### src/sv/dtti_pkg.sv
// Package with the shared types and constants of the decimal text parser.
`timescale 1ns / 1ps

package dtti_pkg;

    // Parser position within one number.
    typedef enum logic [3:0] {
        PH_SIGN = 4'b0001,
        PH_PRE  = 4'b0010,
        PH_DIG  = 4'b0100,
        PH_KEY  = 4'b1000
    } t_phase;

    // Result status codes.
    typedef enum logic [1:0] {
        ST_OK        = 2'd0,
        ST_NO_DIGIT  = 2'd1,
        ST_TOO_LARGE = 2'd2,
        ST_TOO_SMALL = 2'd3
    } t_status;

    // What kind of result a character produces.
    typedef enum logic [1:0] {
        EM_NONE = 2'd0,
        EM_DIG  = 2'd1,
        EM_INF  = 2'd2,
        EM_ERR  = 2'd3
    } t_emit;

    // Configuration register indexes.
    localparam logic [0:0] REG_NARROW_MODE     = 1'd0;
    localparam logic [0:0] REG_ACCEPT_INFINITY = 1'd1;

    // Character codes.
    localparam logic [7:0] CH_0        = 8'h30;
    localparam logic [7:0] CH_9        = 8'h39;
    localparam logic [7:0] CH_PLUS     = 8'h2B;
    localparam logic [7:0] CH_MINUS    = 8'h2D;
    localparam logic [7:0] CH_SPACE    = 8'h20;
    localparam logic [7:0] CH_TAB      = 8'h09;
    localparam logic [7:0] CH_CR       = 8'h0D;
    localparam logic [7:0] CH_I        = 8'h49;
    localparam logic [7:0] CH_N        = 8'h4E;
    localparam logic [7:0] CH_F        = 8'h46;
    localparam logic [7:0] CH_CASE_BIT = 8'h20;

    // Range limits.
    localparam logic [31:0] VALUE_MAX_32 = 32'h7FFF_FFFF;
    localparam logic [31:0] VALUE_MIN_32 = 32'h8000_0000;
    localparam logic [31:0] VALUE_MAX_16 = 32'h0000_7FFF;
    localparam logic [31:0] VALUE_MIN_16 = 32'hFFFF_8000;

    // Result word layout.
    localparam int VALUE_W  = 32;
    localparam int STATUS_W = 2;
    localparam int CHAR_W   = 8;
    localparam int OUT_W    = 48;

endpackage

### src/sv/decimal_text_to_integer.sv
// Top level of the streaming signed decimal text to integer parser.
`timescale 1ns / 1ps

// Channel  Direction  Payload
// s        in         tdata = ch[7:0]; tlast = last
// m        out        tdata = value[31:0], status[33:32], stop_char[41:34], zeros[47:42];
//                     tlast = ended_by_text_end
// cfg      in         index 0 narrow_mode, index 1 accept_infinity; data[0] = value
//
// One character is accepted per cycle unless a stalled result holds the character register.
// The character register feeds the parse logic (one multiply-by-ten add and range check),
// which loads the result register. Reset clears the parser state, the configuration and the
// valid flags of both registers.
// While a result waits, the character register holds and the input takes a character only while it is empty.
// Configuration writes are always taken; o_cfg_ready is tied high.

module decimal_text_to_integer (
    input  logic        i_clk,
    input  logic        i_rst_n,
    input  logic        i_s_tvalid,
    output logic        o_s_tready,
    input  logic [7:0]  i_s_tdata,   // ch[7:0]
    input  logic        i_s_tlast,
    output logic        o_m_tvalid,
    input  logic        i_m_tready,
    output logic [47:0] o_m_tdata,   // value[31:0], status[33:32], stop_char[41:34]
    output logic        o_m_tlast,
    input  logic        i_cfg_valid,
    output logic        o_cfg_ready,
    input  logic [0:0]  i_cfg_index,
    input  logic [0:0]  i_cfg_data
);

    // Configuration.
    logic r_narrow;
    logic r_accept_inf;

    // Character register.
    logic       r_in_valid;
    logic [7:0] r_in_ch;
    logic       r_in_last;

    // Parser state.
    dtti_pkg::t_phase r_phase, n_phase;
    logic             r_neg, n_neg;
    logic [31:0]      r_acc, n_acc;
    logic [1:0]       r_kw, n_kw;
    logic             r_swallow, n_swallow;

    // Result register.
    logic                    r_out_valid;
    logic [31:0]             r_out_value;
    dtti_pkg::t_status       r_out_status;
    logic [7:0]              r_out_stop;
    logic                    r_out_ended;

    logic                    fire;
    logic                    s_accept;
    logic                    is_digit;
    logic                    is_space;
    logic [3:0]              digit_val;
    logic [35:0]             acc_ext;
    logic [35:0]             acc_x10;
    logic [35:0]             nv_dig;
    logic                    ovf_dig;
    dtti_pkg::t_emit         kind;
    logic [7:0]              res_stop;
    logic                    res_ended;
    logic [31:0]             res_value;
    dtti_pkg::t_status       res_status;
    logic                    emit;

    assign fire       = r_in_valid && (!r_out_valid || i_m_tready);
    assign o_s_tready = !r_in_valid || fire;
    assign s_accept   = i_s_tvalid && o_s_tready;
    assign o_cfg_ready = 1'b1;

    assign is_digit  = r_in_ch inside {[dtti_pkg::CH_0 : dtti_pkg::CH_9]};
    assign is_space  = r_in_ch inside {dtti_pkg::CH_SPACE, [dtti_pkg::CH_TAB : dtti_pkg::CH_CR]};
    assign digit_val = r_in_ch[3:0];

    // acc * 10 -/+ digit in 36 bits; the number is in range when the top five bits agree.
    assign acc_ext = {{4{r_acc[31]}}, r_acc};
    assign acc_x10 = (acc_ext << 3) + (acc_ext << 1);
    assign nv_dig  = r_neg ? (acc_x10 - {32'd0, digit_val}) : (acc_x10 + {32'd0, digit_val});
    assign ovf_dig = (nv_dig[35:31] != 5'b00000) && (nv_dig[35:31] != 5'b11111);

    always_comb begin
        logic do_pre;
        do_pre    = 1'b0;
        n_phase   = r_phase;
        n_neg     = r_neg;
        n_acc     = r_acc;
        n_kw      = r_kw;
        n_swallow = r_swallow;
        kind      = dtti_pkg::EM_NONE;
        res_stop  = r_in_ch;
        res_ended = 1'b0;

        case (r_phase)
            dtti_pkg::PH_DIG: begin
                if (is_digit) begin
                    if (!r_swallow) begin
                        if (ovf_dig) begin
                            n_swallow = 1'b1;
                        end else begin
                            n_acc = nv_dig[31:0];
                        end
                    end
                end else begin
                    kind = dtti_pkg::EM_DIG;
                end
            end
            dtti_pkg::PH_KEY: begin
                if (r_kw == 2'd1 &&
                        (r_in_ch | dtti_pkg::CH_CASE_BIT) ==
                        (dtti_pkg::CH_N | dtti_pkg::CH_CASE_BIT)) begin
                    n_kw = 2'd2;
                end else if (r_kw == 2'd2 &&
                        (r_in_ch | dtti_pkg::CH_CASE_BIT) ==
                        (dtti_pkg::CH_F | dtti_pkg::CH_CASE_BIT)) begin
                    kind = dtti_pkg::EM_INF;
                end else begin
                    kind = dtti_pkg::EM_ERR;
                end
            end
            dtti_pkg::PH_PRE: begin
                do_pre = 1'b1;
            end
            default: begin
                // Before the sign; unknown codes behave the same way.
                if (is_space) begin
                    n_phase = r_phase;
                end else if (r_in_ch == dtti_pkg::CH_PLUS || r_in_ch == dtti_pkg::CH_MINUS) begin
                    n_neg   = (r_in_ch == dtti_pkg::CH_MINUS);
                    n_phase = dtti_pkg::PH_PRE;
                end else begin
                    n_phase = dtti_pkg::PH_PRE;
                    do_pre  = 1'b1;
                end
            end
        endcase

        if (do_pre && !is_space) begin
            if (is_digit) begin
                // The first digit can never leave the 32-bit range.
                n_phase   = dtti_pkg::PH_DIG;
                n_swallow = 1'b0;
                n_acc     = r_neg ? (32'd0 - {28'd0, digit_val}) : {28'd0, digit_val};
            end else if (r_accept_inf &&
                    (r_in_ch | dtti_pkg::CH_CASE_BIT) ==
                    (dtti_pkg::CH_I | dtti_pkg::CH_CASE_BIT)) begin
                n_phase = dtti_pkg::PH_KEY;
                n_kw    = 2'd1;
            end else begin
                kind = dtti_pkg::EM_ERR;
            end
        end

        if (kind == dtti_pkg::EM_NONE && r_in_last) begin
            res_stop  = 8'd0;
            res_ended = 1'b1;
            kind      = (n_phase == dtti_pkg::PH_DIG) ? dtti_pkg::EM_DIG : dtti_pkg::EM_ERR;
        end

        res_value  = 32'd0;
        res_status = dtti_pkg::ST_OK;
        case (kind)
            dtti_pkg::EM_DIG: begin
                if (n_swallow) begin
                    res_status = n_neg ? dtti_pkg::ST_TOO_SMALL : dtti_pkg::ST_TOO_LARGE;
                end else if (r_narrow && !n_acc[31] && n_acc[30:15] != 16'h0000) begin
                    res_status = dtti_pkg::ST_TOO_LARGE;
                end else if (r_narrow && n_acc[31] && n_acc[30:15] != 16'hFFFF) begin
                    res_status = dtti_pkg::ST_TOO_SMALL;
                end else begin
                    res_value = n_acc;
                end
            end
            dtti_pkg::EM_INF: begin
                if (r_neg) begin
                    res_value = r_narrow ? dtti_pkg::VALUE_MIN_16 : dtti_pkg::VALUE_MIN_32;
                end else begin
                    res_value = r_narrow ? dtti_pkg::VALUE_MAX_16 : dtti_pkg::VALUE_MAX_32;
                end
            end
            dtti_pkg::EM_ERR: begin
                res_status = dtti_pkg::ST_NO_DIGIT;
            end
            default: begin
                res_status = dtti_pkg::ST_OK;
            end
        endcase

        emit = (kind != dtti_pkg::EM_NONE);

        // Any result or the end of the text starts a fresh number.
        if (emit) begin
            n_phase   = dtti_pkg::PH_SIGN;
            n_neg     = 1'b0;
            n_acc     = 32'd0;
            n_kw      = 2'd0;
            n_swallow = 1'b0;
        end
    end

    always_ff @(posedge i_clk) begin
        if (!i_rst_n) begin
            r_narrow     <= 1'b0;
            r_accept_inf <= 1'b0;
        end else if (i_cfg_valid) begin
            if (i_cfg_index == dtti_pkg::REG_NARROW_MODE) begin
                r_narrow <= i_cfg_data[0];
            end else begin
                r_accept_inf <= i_cfg_data[0];
            end
        end
    end

    always_ff @(posedge i_clk) begin
        if (!i_rst_n) begin
            r_in_valid <= 1'b0;
        end else if (s_accept) begin
            r_in_valid <= 1'b1;
        end else if (fire) begin
            r_in_valid <= 1'b0;
        end
    end

    always_ff @(posedge i_clk) begin
        if (s_accept) begin
            r_in_ch   <= i_s_tdata;
            r_in_last <= i_s_tlast;
        end
    end

    always_ff @(posedge i_clk) begin
        if (!i_rst_n) begin
            r_phase   <= dtti_pkg::PH_SIGN;
            r_neg     <= 1'b0;
            r_acc     <= 32'd0;
            r_kw      <= 2'd0;
            r_swallow <= 1'b0;
        end else if (fire) begin
            r_phase   <= n_phase;
            r_neg     <= n_neg;
            r_acc     <= n_acc;
            r_kw      <= n_kw;
            r_swallow <= n_swallow;
        end
    end

    always_ff @(posedge i_clk) begin
        if (!i_rst_n) begin
            r_out_valid <= 1'b0;
        end else if (fire && emit) begin
            r_out_valid <= 1'b1;
        end else if (i_m_tready) begin
            r_out_valid <= 1'b0;
        end
    end

    always_ff @(posedge i_clk) begin
        if (fire && emit) begin
            r_out_value  <= res_value;
            r_out_status <= res_status;
            r_out_stop   <= res_stop;
            r_out_ended  <= res_ended;
        end
    end

    assign o_m_tvalid = r_out_valid;
    assign o_m_tdata  = {6'd0, r_out_stop, r_out_status, r_out_value};
    assign o_m_tlast  = r_out_ended;

endmodule

### config.mk
export PLATFORM = sky130hd
export DESIGN_NAME = decimal_text_to_integer
export DESIGN_NICKNAME = d
export VERILOG_FILES = /design/src/sv/dtti_pkg.sv /design/src/sv/decimal_text_to_integer.sv
export SDC_FILE = /design/constraint.sdc
export NUM_CORES = 1
export LEC_CHECK = 0
export BUFFER_PORTS_ARGS = -buffer_cell sky130_fd_sc_hd__buf_2
export CORE_UTILIZATION = 60
export DETAILED_ROUTE_END_ITERATION = 7
export GPL_ROUTABILITY_DRIVEN = 0
export PLACE_DENSITY = 0.79
export SYNTH_ARGS = -nofsm -noshare
export SYNTH_HDL_FRONTEND = slang
export SYNTH_SLANG_ARGS = --single-unit
export TNS_END_PERCENT = 30
### constraint.sdc
create_clock -name i_clk -period 7.8 [get_ports i_clk]
set_input_delay 0.78 -clock i_clk [delete_from_list [all_inputs] [get_ports i_clk]]
set_output_delay 0.78 -clock i_clk [all_outputs]
set_load 0.005 [all_outputs]
==> key figures, run 1 <==
Layout
  • Utilization after layout: 66.90%
  • Final Cell Area: 0.009394 sq mm
  • Sequential cell area: 0.002442 sq mm
  • FILL cells: 1,221
  • Net total in the final layout: 1,204
  • Area occupied by multi-input gates: 0.005959 sq mm
  • Count of non-filler cells in the finished layout: 1,325
  • Share of post-route cells with drive strength above 1: 11.53%
  • Diodes inserted: 0
  • Signed area change from the synthesized netlist to the final layout: 7.503%

GRT
  • Number of antenna violations at the first check in global routing: 0
  • Global router's overall resource usage: 35.12%
  • Global-route wire length before repair: 41.28 mm
  • Remaining global-route overflow: 0
  • Pin count of the biggest net entering global routing: 46
  • Via count of the first global-routing pass: 7,946

Min path
  • Class of the worst hold path: flop to flop
  • Worst hold start: r_kw[1]
  • Hold Path Cell Cnt: 1

Timing
  • Number of hold violations in the final report: 0
  • Setup skew after layout: 10.47 ps
  • Number of setup violations in the final report: 0
  • WHS: 517.7 ps
  • Slew at the pin closest to its max-slew limit: 1225 ps
  • Setup TNS: 0 ps
  • Unrepaired setup endpoints after global routing: no
  • Achievable clock frequency: 144.6 MHz
  • Shortest period the worst path allows: 6917 ps
  • Final number of max-transition violations: 0
  • Relative slew slack: 18.16%
  • Final critical-path share of the clock period: 88.68%

Placement
  • Placed cell count: 1,309
  • Area post-placement: 0.009107 sq mm
  • Number of I/O port buffers: 60
  • HPWL after DPL: 19.63 mm

Synthesis
  • Most area-hungry cell type in the Yosys netlist: edfxtp_1
  • Most frequent cell after synthesis: nand2_1
  • Ranking of synthesized cells by area: edfxtp_1, dfxtp_1, ha_1, nand2_1, o21ai_0
  • Number of distinct library cells after synthesis: 91
  • Syn Inst Count: 1,111
  • Post-synthesis simple-gate area fraction: 28.54%
  • Complex-gate fraction of the synthesized area: 25.44%
  • Cell types with the highest counts after synthesis: nand2_1, o21ai_0, nor2_1
  • Count of flip-flops with a built-in enable after synthesis: 52
  • Area share of xor/xnor cells in the synthesized design: 4.625%
  • Post-synthesis mux area share: 2.076%
  • Netlist Area Pre-Place: 0.008738 sq mm
  • Area fraction of the dominant cell type after synthesis: 17.87%
  • Most used flip-flop cell after synthesis: edfxtp_1
  • Share of synthesized cell area in full adder, half adder and majority cells: 7.131%
  • Yosys Warn Count: 0
  • Combinational family with the most area after synthesis: simple AND/OR/NAND/NOR gates
  • Sequential cell area fraction in the yosys report: 27.95%
  • Post-synthesis average cell area: 7.865 sq um
  • Number of storage elements in the synthesis netlist: 96
  • Post-synthesis async set-or-reset flop share: 0%

Detailed routing
  • Drt initial violations: 1,104
  • Post-route ant nets: 0
  • Top layer in use: met4
  • Vias post-DR: 8,890
  • Final WL: 25.87 mm
  • Detail Route met3 WL: 2.618 mm
  • Routed metal-1 wirelength: 11.06 mm
  • Amount of wire on met2 after detailed routing: 11.31 mm
  • Count of unresolved DRC violations after routing: 0
  • Via density per instance: 6.709
  • Number of detailed-route iterations in the first pass: 7
  • WL per Instance: 19.52 microns

Clock tree
  • Post-CTS clock slew at the launch and capture registers of the worst setup and hold paths: 70 ps
  • Clock Sinks: 96
  • Later-pin clock latency in the skew report: 350 ps
  • Max Root-Sink Buffers: 2
  • Number of instances resized during post-cts repair: 0
  • Clock tree from TritonCTS: done
  • Total CTS buffers: 9
  • # hold bufs at CTS: 0
  • Number of buffers inserted to repair setup after CTS: 0
  • Clock Tree Root: clkbuf_16
  • H-tree depth: 3

Worst setup path
  • Required arrival time at the worst endpoint: 7960 ps
  • Reg-to-Reg Start: r_acc[0]
  • Worst Reg2Reg Path Length in Cells: 21
  • Critical Path Sink Type: flop
  • Critical path start-end classification: flop to flop
  • Data arrival, critical path: 7080 ps
  • Critical path startpoint: r_acc[0]
  • Max FO, Critical Path: 15
  • CP startpoint kind: flop

Floorplan
  • Full die area: 0.01505 sq mm
  • Initial core utilization: 62.23%
  • Number of primary I/O pins: 68
  • CORE AREA: 0.01404 sq mm
  • Die Y-Extent: 122.7 microns
  • Row count: 43
  • Horizontal die dimension: 122.7 microns

Power
  • Worst voltage drop across the vdd grid: 0.1161 mV
  • Power per Cell Area: 113.5 mW/mm^2
  • P_leak: 3.575 nW

Job
  • Total of max-cap violations: 0

Status
  • Result of the run: complete, no violations
## cell usage in the layout, fill, tap and decap left out, drive strengths merged, types with 10 or more instances in the layout
cell type,synthesis,routed
a21o,11,11
a21oi,84,84
a32oi,12,12
and2,30,30
and3,12,12
buf,23,71
dfxtp,44,44
edfxtp,52,52
ha,45,45
inv,25,29
nand2,131,131
nand2b,10,10
nand3,29,29
nand3b,11,11
nand4,33,33
nor2,88,88
nor2b,30,30
nor3,28,28
nor4,21,21
o211ai,16,16
o21ai,119,119
or3,16,16
xnor2,27,27
xor2,17,17
## path summary, 6_finish.rpt
path         slack [ps]         endpoint
min                 520          r_kw[1]
min reg2reg         520          r_kw[1]
max reg2reg         880  r_out_value[16]
max                 880  r_out_value[16]
## per-layer routing
layer / vias to the layer above / GRT usage (%)
li1: 4206 / -
met3: 77 / 7.249
met5: - / 0
met4: 0 / 12.96
met1: 4089 / 48.32
met2: 518 / 53.93
## report_power, final
part | total, mW | internal, mW | switching [mW]
combinational | 0.0737 | 0.0269 | 0.0468
clock | 0.436 | 0.223 | 0.212
sequential | 0.556 | 0.548 | 0.00885
## critical path, cell delays in order (launching register included)
cell and delay (ps):
dfxtp_1 430, ha_1 220, inv_1 60, fa_1 400, nor2b_1 260, o31ai_2 150, a21oi_1 270, o21ai_0 150
a2111oi_0 670, nand4_1 330, or4b_2 740, a21oi_1 210, a21oi_1 140, nor4_1 330, o2bb2a_1 310, nor2_1 110
buf_4 230, mux2_2 370, a2111o_1 360, o31ai_4 290, nand2_1 350, o31ai_1 350
## through the flow
stage	setup WS (ps)	total power, mW
after detailed placement	1111	0.6392
after global placement	1282	0.6375
after global routing	587.8	1.093
after CTS	1080	1.065
after floorplan	1952	0.6122
final	882.7	1.066
## registers in the layout (all words and copies together), names as in the netlist
| signal | flops |
|---|---|
| o_m_tlast | 1 |
| o_m_tvalid | 1 |
| r_acc | 32 |
| r_accept_inf | 1 |
| r_in_ch | 8 |
| r_in_last | 1 |
| r_in_valid | 1 |
| r_kw | 2 |
| r_narrow | 1 |
| r_neg | 1 |
| r_out_status | 2 |
| r_out_stop | 8 |
| r_out_value | 32 |
| r_phase | 4 |
| r_swallow | 1 |
## cells by family after synthesis
logic type	count (synthesis)
AOI/OAI and AO/OA	345
xor gates and xnor gates	44
adders and majority gates	48
buffers and inverters	84
DFF	96
muxes	17
other	2
and+or+nand+nor	475
## cell type report
cell class | count | share of cell area [%]
multi-input cells | 936 | 63.44
repair buffers | 71 | 4.076
clock inverters | 7 | 0.6526
inverters | 26 | 1.039
flip-flops and latches | 96 | 26.00
well taps | 180 | 2.397
clock buffers | 9 | 2.397
No activity file was read; power rests on OpenSTA's default activity.
==> inputs of run 2 (changes only) <==
- CELL_PAD_IN_SITES_DETAIL_PLACEMENT: unset -> 1
- CELL_PAD_IN_SITES_GLOBAL_PLACEMENT: unset -> 1
- CORE_UTILIZATION: 60 -> 46
- PLACE_DENSITY: 0.79 -> 0.8
==> run 2 against run 1 <==
Compared with the run above: final cell count is 4.1% higher; clock skew is 1.1 ps lower; design area is 1.0% higher; critical endpoint is now r_out_value[12]; flip-flop and latch count stayed put; worst setup slack worse by 190 ps; total power is 5.4% higher; global-route usage is 4.9 points lower; combinational power is 0.9% higher; clock-buffer cell count stayed put.
==> key figures, run 2 (same netlist as run 1, synthesis figures left out) <==
Power
  • Share of total power consumed by net switching: 25.72% (was 25.15%)
  • Power per Cell Area: 118.3 mW/mm^2 (was 113.5 mW/mm^2)
  • Cell Int Power: 0.8341 mW (was 0.7978 mW)
  • Combinational fraction of design power: 6.6% (was 6.9%)
  • Worst voltage drop across the vdd grid: 0.1151 mV (was 0.1161 mV)
  • Net switching power: 0.2888 mW (was 0.2680 mW)
  • P_leak: 3.591 nW (was 3.575 nW)
  • Clock share of power: 43.8% (was 40.9%)
  • Proportion of power drawn by flip-flops and latches: 49.5% (was 52.2%)

Clock tree
  • H-tree depth: 3 (unchanged)
  • Number of instances resized during post-cts repair: 0 (unchanged)
  • Number of buffers inserted to repair setup after CTS: 0 (unchanged)
  • # hold bufs at CTS: 0 (unchanged)
  • Total CTS buffers: 9 (unchanged)
  • Clock tree from TritonCTS: done (unchanged)
  • Clock Tree Root: clkbuf_16 (unchanged)
  • Clock Sinks: 96 (unchanged)
  • Later-pin clock latency in the skew report: 370 ps (was 350 ps)
  • Max Root-Sink Buffers: 2 (unchanged)
  • Post-CTS clock slew at the launch and capture registers of the worst setup and hold paths: 80 ps (was 70 ps)

Worst setup path
  • Critical path start-end classification: flop to flop (unchanged)
  • Worst Reg2Reg Path Length in Cells: 21 (unchanged)
  • Data arrival, critical path: 7180 ps (was 7080 ps)
  • Reg-to-Reg Start: r_acc[0] (unchanged)
  • Required arrival time at the worst endpoint: 7870 ps (was 7960 ps)
  • CP startpoint kind: flop (unchanged)
  • End of the worst register-to-register path: r_out_value[12] (was r_out_value[16])
  • Critical Path Sink Type: flop (unchanged)
  • Register-to-Register Setup Slack: 690 ps (was 880 ps)
  • Max FO, Critical Path: 28 (was 15)
  • Critical path startpoint: r_acc[0] (unchanged)

Timing
  • Slew at the pin closest to its max-slew limit: 1178 ps (was 1225 ps)
  • Setup TNS: 0 ps (unchanged)
  • Achievable clock frequency: 140.7 MHz (was 144.6 MHz)
  • Relative slew slack: 20.93% (was 18.16%)
  • Number of setup violations in the final report: 0 (unchanged)
  • Final critical-path share of the clock period: 91.14% (was 88.68%)
  • Final number of max-transition violations: 0 (unchanged)
  • Min setup slack post-route: 691.3 ps (was 882.7 ps)
  • Setup skew after layout: 9.371 ps (was 10.47 ps)
  • Number of hold violations in the final report: 0 (unchanged)
  • Unrepaired setup endpoints after global routing: no (unchanged)
  • Shortest period the worst path allows: 7109 ps (was 6917 ps)
  • WHS: 510.3 ps (was 517.7 ps)

Placement
  • Worst setup timing slack at the placement stage: 835.2 ps (was 1111 ps)
  • Number of I/O port buffers: 60 (unchanged)
  • HPWL after DPL: 22.49 mm (was 19.63 mm)

Min path
  • Class of the worst hold path: flop to flop (unchanged)
  • Hold Path Cell Cnt: 2 (was 1)
  • Worst hold start: r_accept_inf (was r_kw[1])
  • Min-Delay Endpoint: r_accept_inf (was r_kw[1])

GRT
  • Remaining global-route overflow: 0 (unchanged)
  • Pin count of the biggest net entering global routing: 46 (unchanged)
  • Via count of the first global-routing pass: 8,691 (was 7,946)
  • Global-route wire length before repair: 46.68 mm (was 41.28 mm)
  • Global router's overall resource usage: 30.22% (was 35.12%)
  • Number of antenna violations at the first check in global routing: 0 (unchanged)

Layout
  • Signed area change from the synthesized netlist to the final layout: 8.605% (was 7.503%)
  • Commonest cells after routing, fill and taps aside: nand2_1, o21ai_0, nor2_1, a21oi_1, buf_2 (unchanged)
  • Largest registers ranked by flip-flop count: r_acc: 32 flops, r_out_value: 32 flops (unchanged)
  • Share of post-route cells with drive strength above 1: 11.62% (was 11.53%)
  • Diodes inserted: 0 (unchanged)
  • Most common cell after layout, fill and taps aside: nand2_1 (unchanged)
  • Net total in the final layout: 1,204 (unchanged)

Detailed routing
  • Final WL: 29.17 mm (was 25.87 mm)
  • Post-route ant nets: 0 (unchanged)
  • Count of unresolved DRC violations after routing: 0 (unchanged)
  • Drt initial violations: 598 (was 1,104)
  • WL per Instance: 21.16 microns (was 19.52 microns)
  • Via density per instance: 6.356 (was 6.709)
  • Vias post-DR: 8,765 (was 8,890)
  • Number of detailed-route iterations in the first pass: 5 (was 7)

Status
  • Result of the run: complete, no violations (unchanged)

Floorplan
  • Number of primary I/O pins: 68 (unchanged)
  • Row count: 50 (was 43)
  • Full die area: 0.01955 sq mm (was 0.01505 sq mm)
  • CORE AREA: 0.01864 sq mm (was 0.01404 sq mm)
  • Die Y-Extent: 139.8 microns (was 122.7 microns)
  • Horizontal die dimension: 139.8 microns (was 122.7 microns)
  • Initial core utilization: 46.87% (was 62.23%)

Job
  • Total of max-cap violations: 0 (unchanged)
run 2: worst max path at each step:
stage	end	slack, ps	cells after the start
floorplan	r_out_value[11]	1950	21
global placement	r_out_value[16]	970	20
detailed placement	r_out_value[1]	840	21
CTS	r_out_value[8]	800	21
global route	r_out_value[8]	80	21
finish	r_out_value[12]	690	21
run 2: final cells by class:
| cell class | instances | area [sq um] |
|---|---|---|
| multi-input cells | 936 | 5959 |
| flip-flops and latches | 96 | 2442 |
| well taps | 234 | 292.8 |
| clock inverters | 7 | 90.09 |
| clock buffers | 9 | 225.2 |
| repair buffers | 71 | 382.9 |
| fillers | 2319 | 9153 |
| inverters | 26 | 97.59 |
run 2: power groups by stage:
stage / registers [mW] / clock network (mW) / logic, mW
after floorplan: 0.567 / 0 / 0.0451
after global placement: 0.567 / 0 / 0.0714
after detailed placement: 0.568 / 0 / 0.0737
after CTS: 0.556 / 0.502 / 0.0743
after global routing: 0.558 / 0.515 / 0.0819
final: 0.556 / 0.492 / 0.0744
run 2: metrics by stage:
step	total power, mW	cell area (sq um)	util [%]	instances
after global placement	0.6387	9175	49.21	1363
after floorplan	0.6122	8757	-	1116
after global routing	1.155	9490	50.91	1379
after CTS	1.132	9490	50.91	1379
after detailed placement	0.6413	9175	49.21	1363
final	1.123	9490	50.91	1379
run 2: critical path, cell delays in order, from the launching register on:
cell and delay (ps):
dfxtp_1 430, ha_1 220, inv_1 60, fa_1 400, nor2b_1 280, o31a_1 260
o21ai_0 230, a2111oi_0 530, or3_1 230, nand4b_1 190, or4_1 490, or4_1 520
and3_1 220, nor4_1 240, o2bb2a_1 290, nand2b_1 160, buf_4 230, a41oi_1 290
a2111o_1 250, o31ai_4 100, o21ai_1 930, o21ai_1 240
run 2: metal layers:
metal	wire, microns	share of wire (%)	vias up	track usage [%]
met5	0	0	-	0
met1	13420	46	4238	40.31
met4	1067	3.7	0	12.67
met3	1584	5.4	66	4.646
li1	-	-	4207	-
met2	13100	45	254	48.58
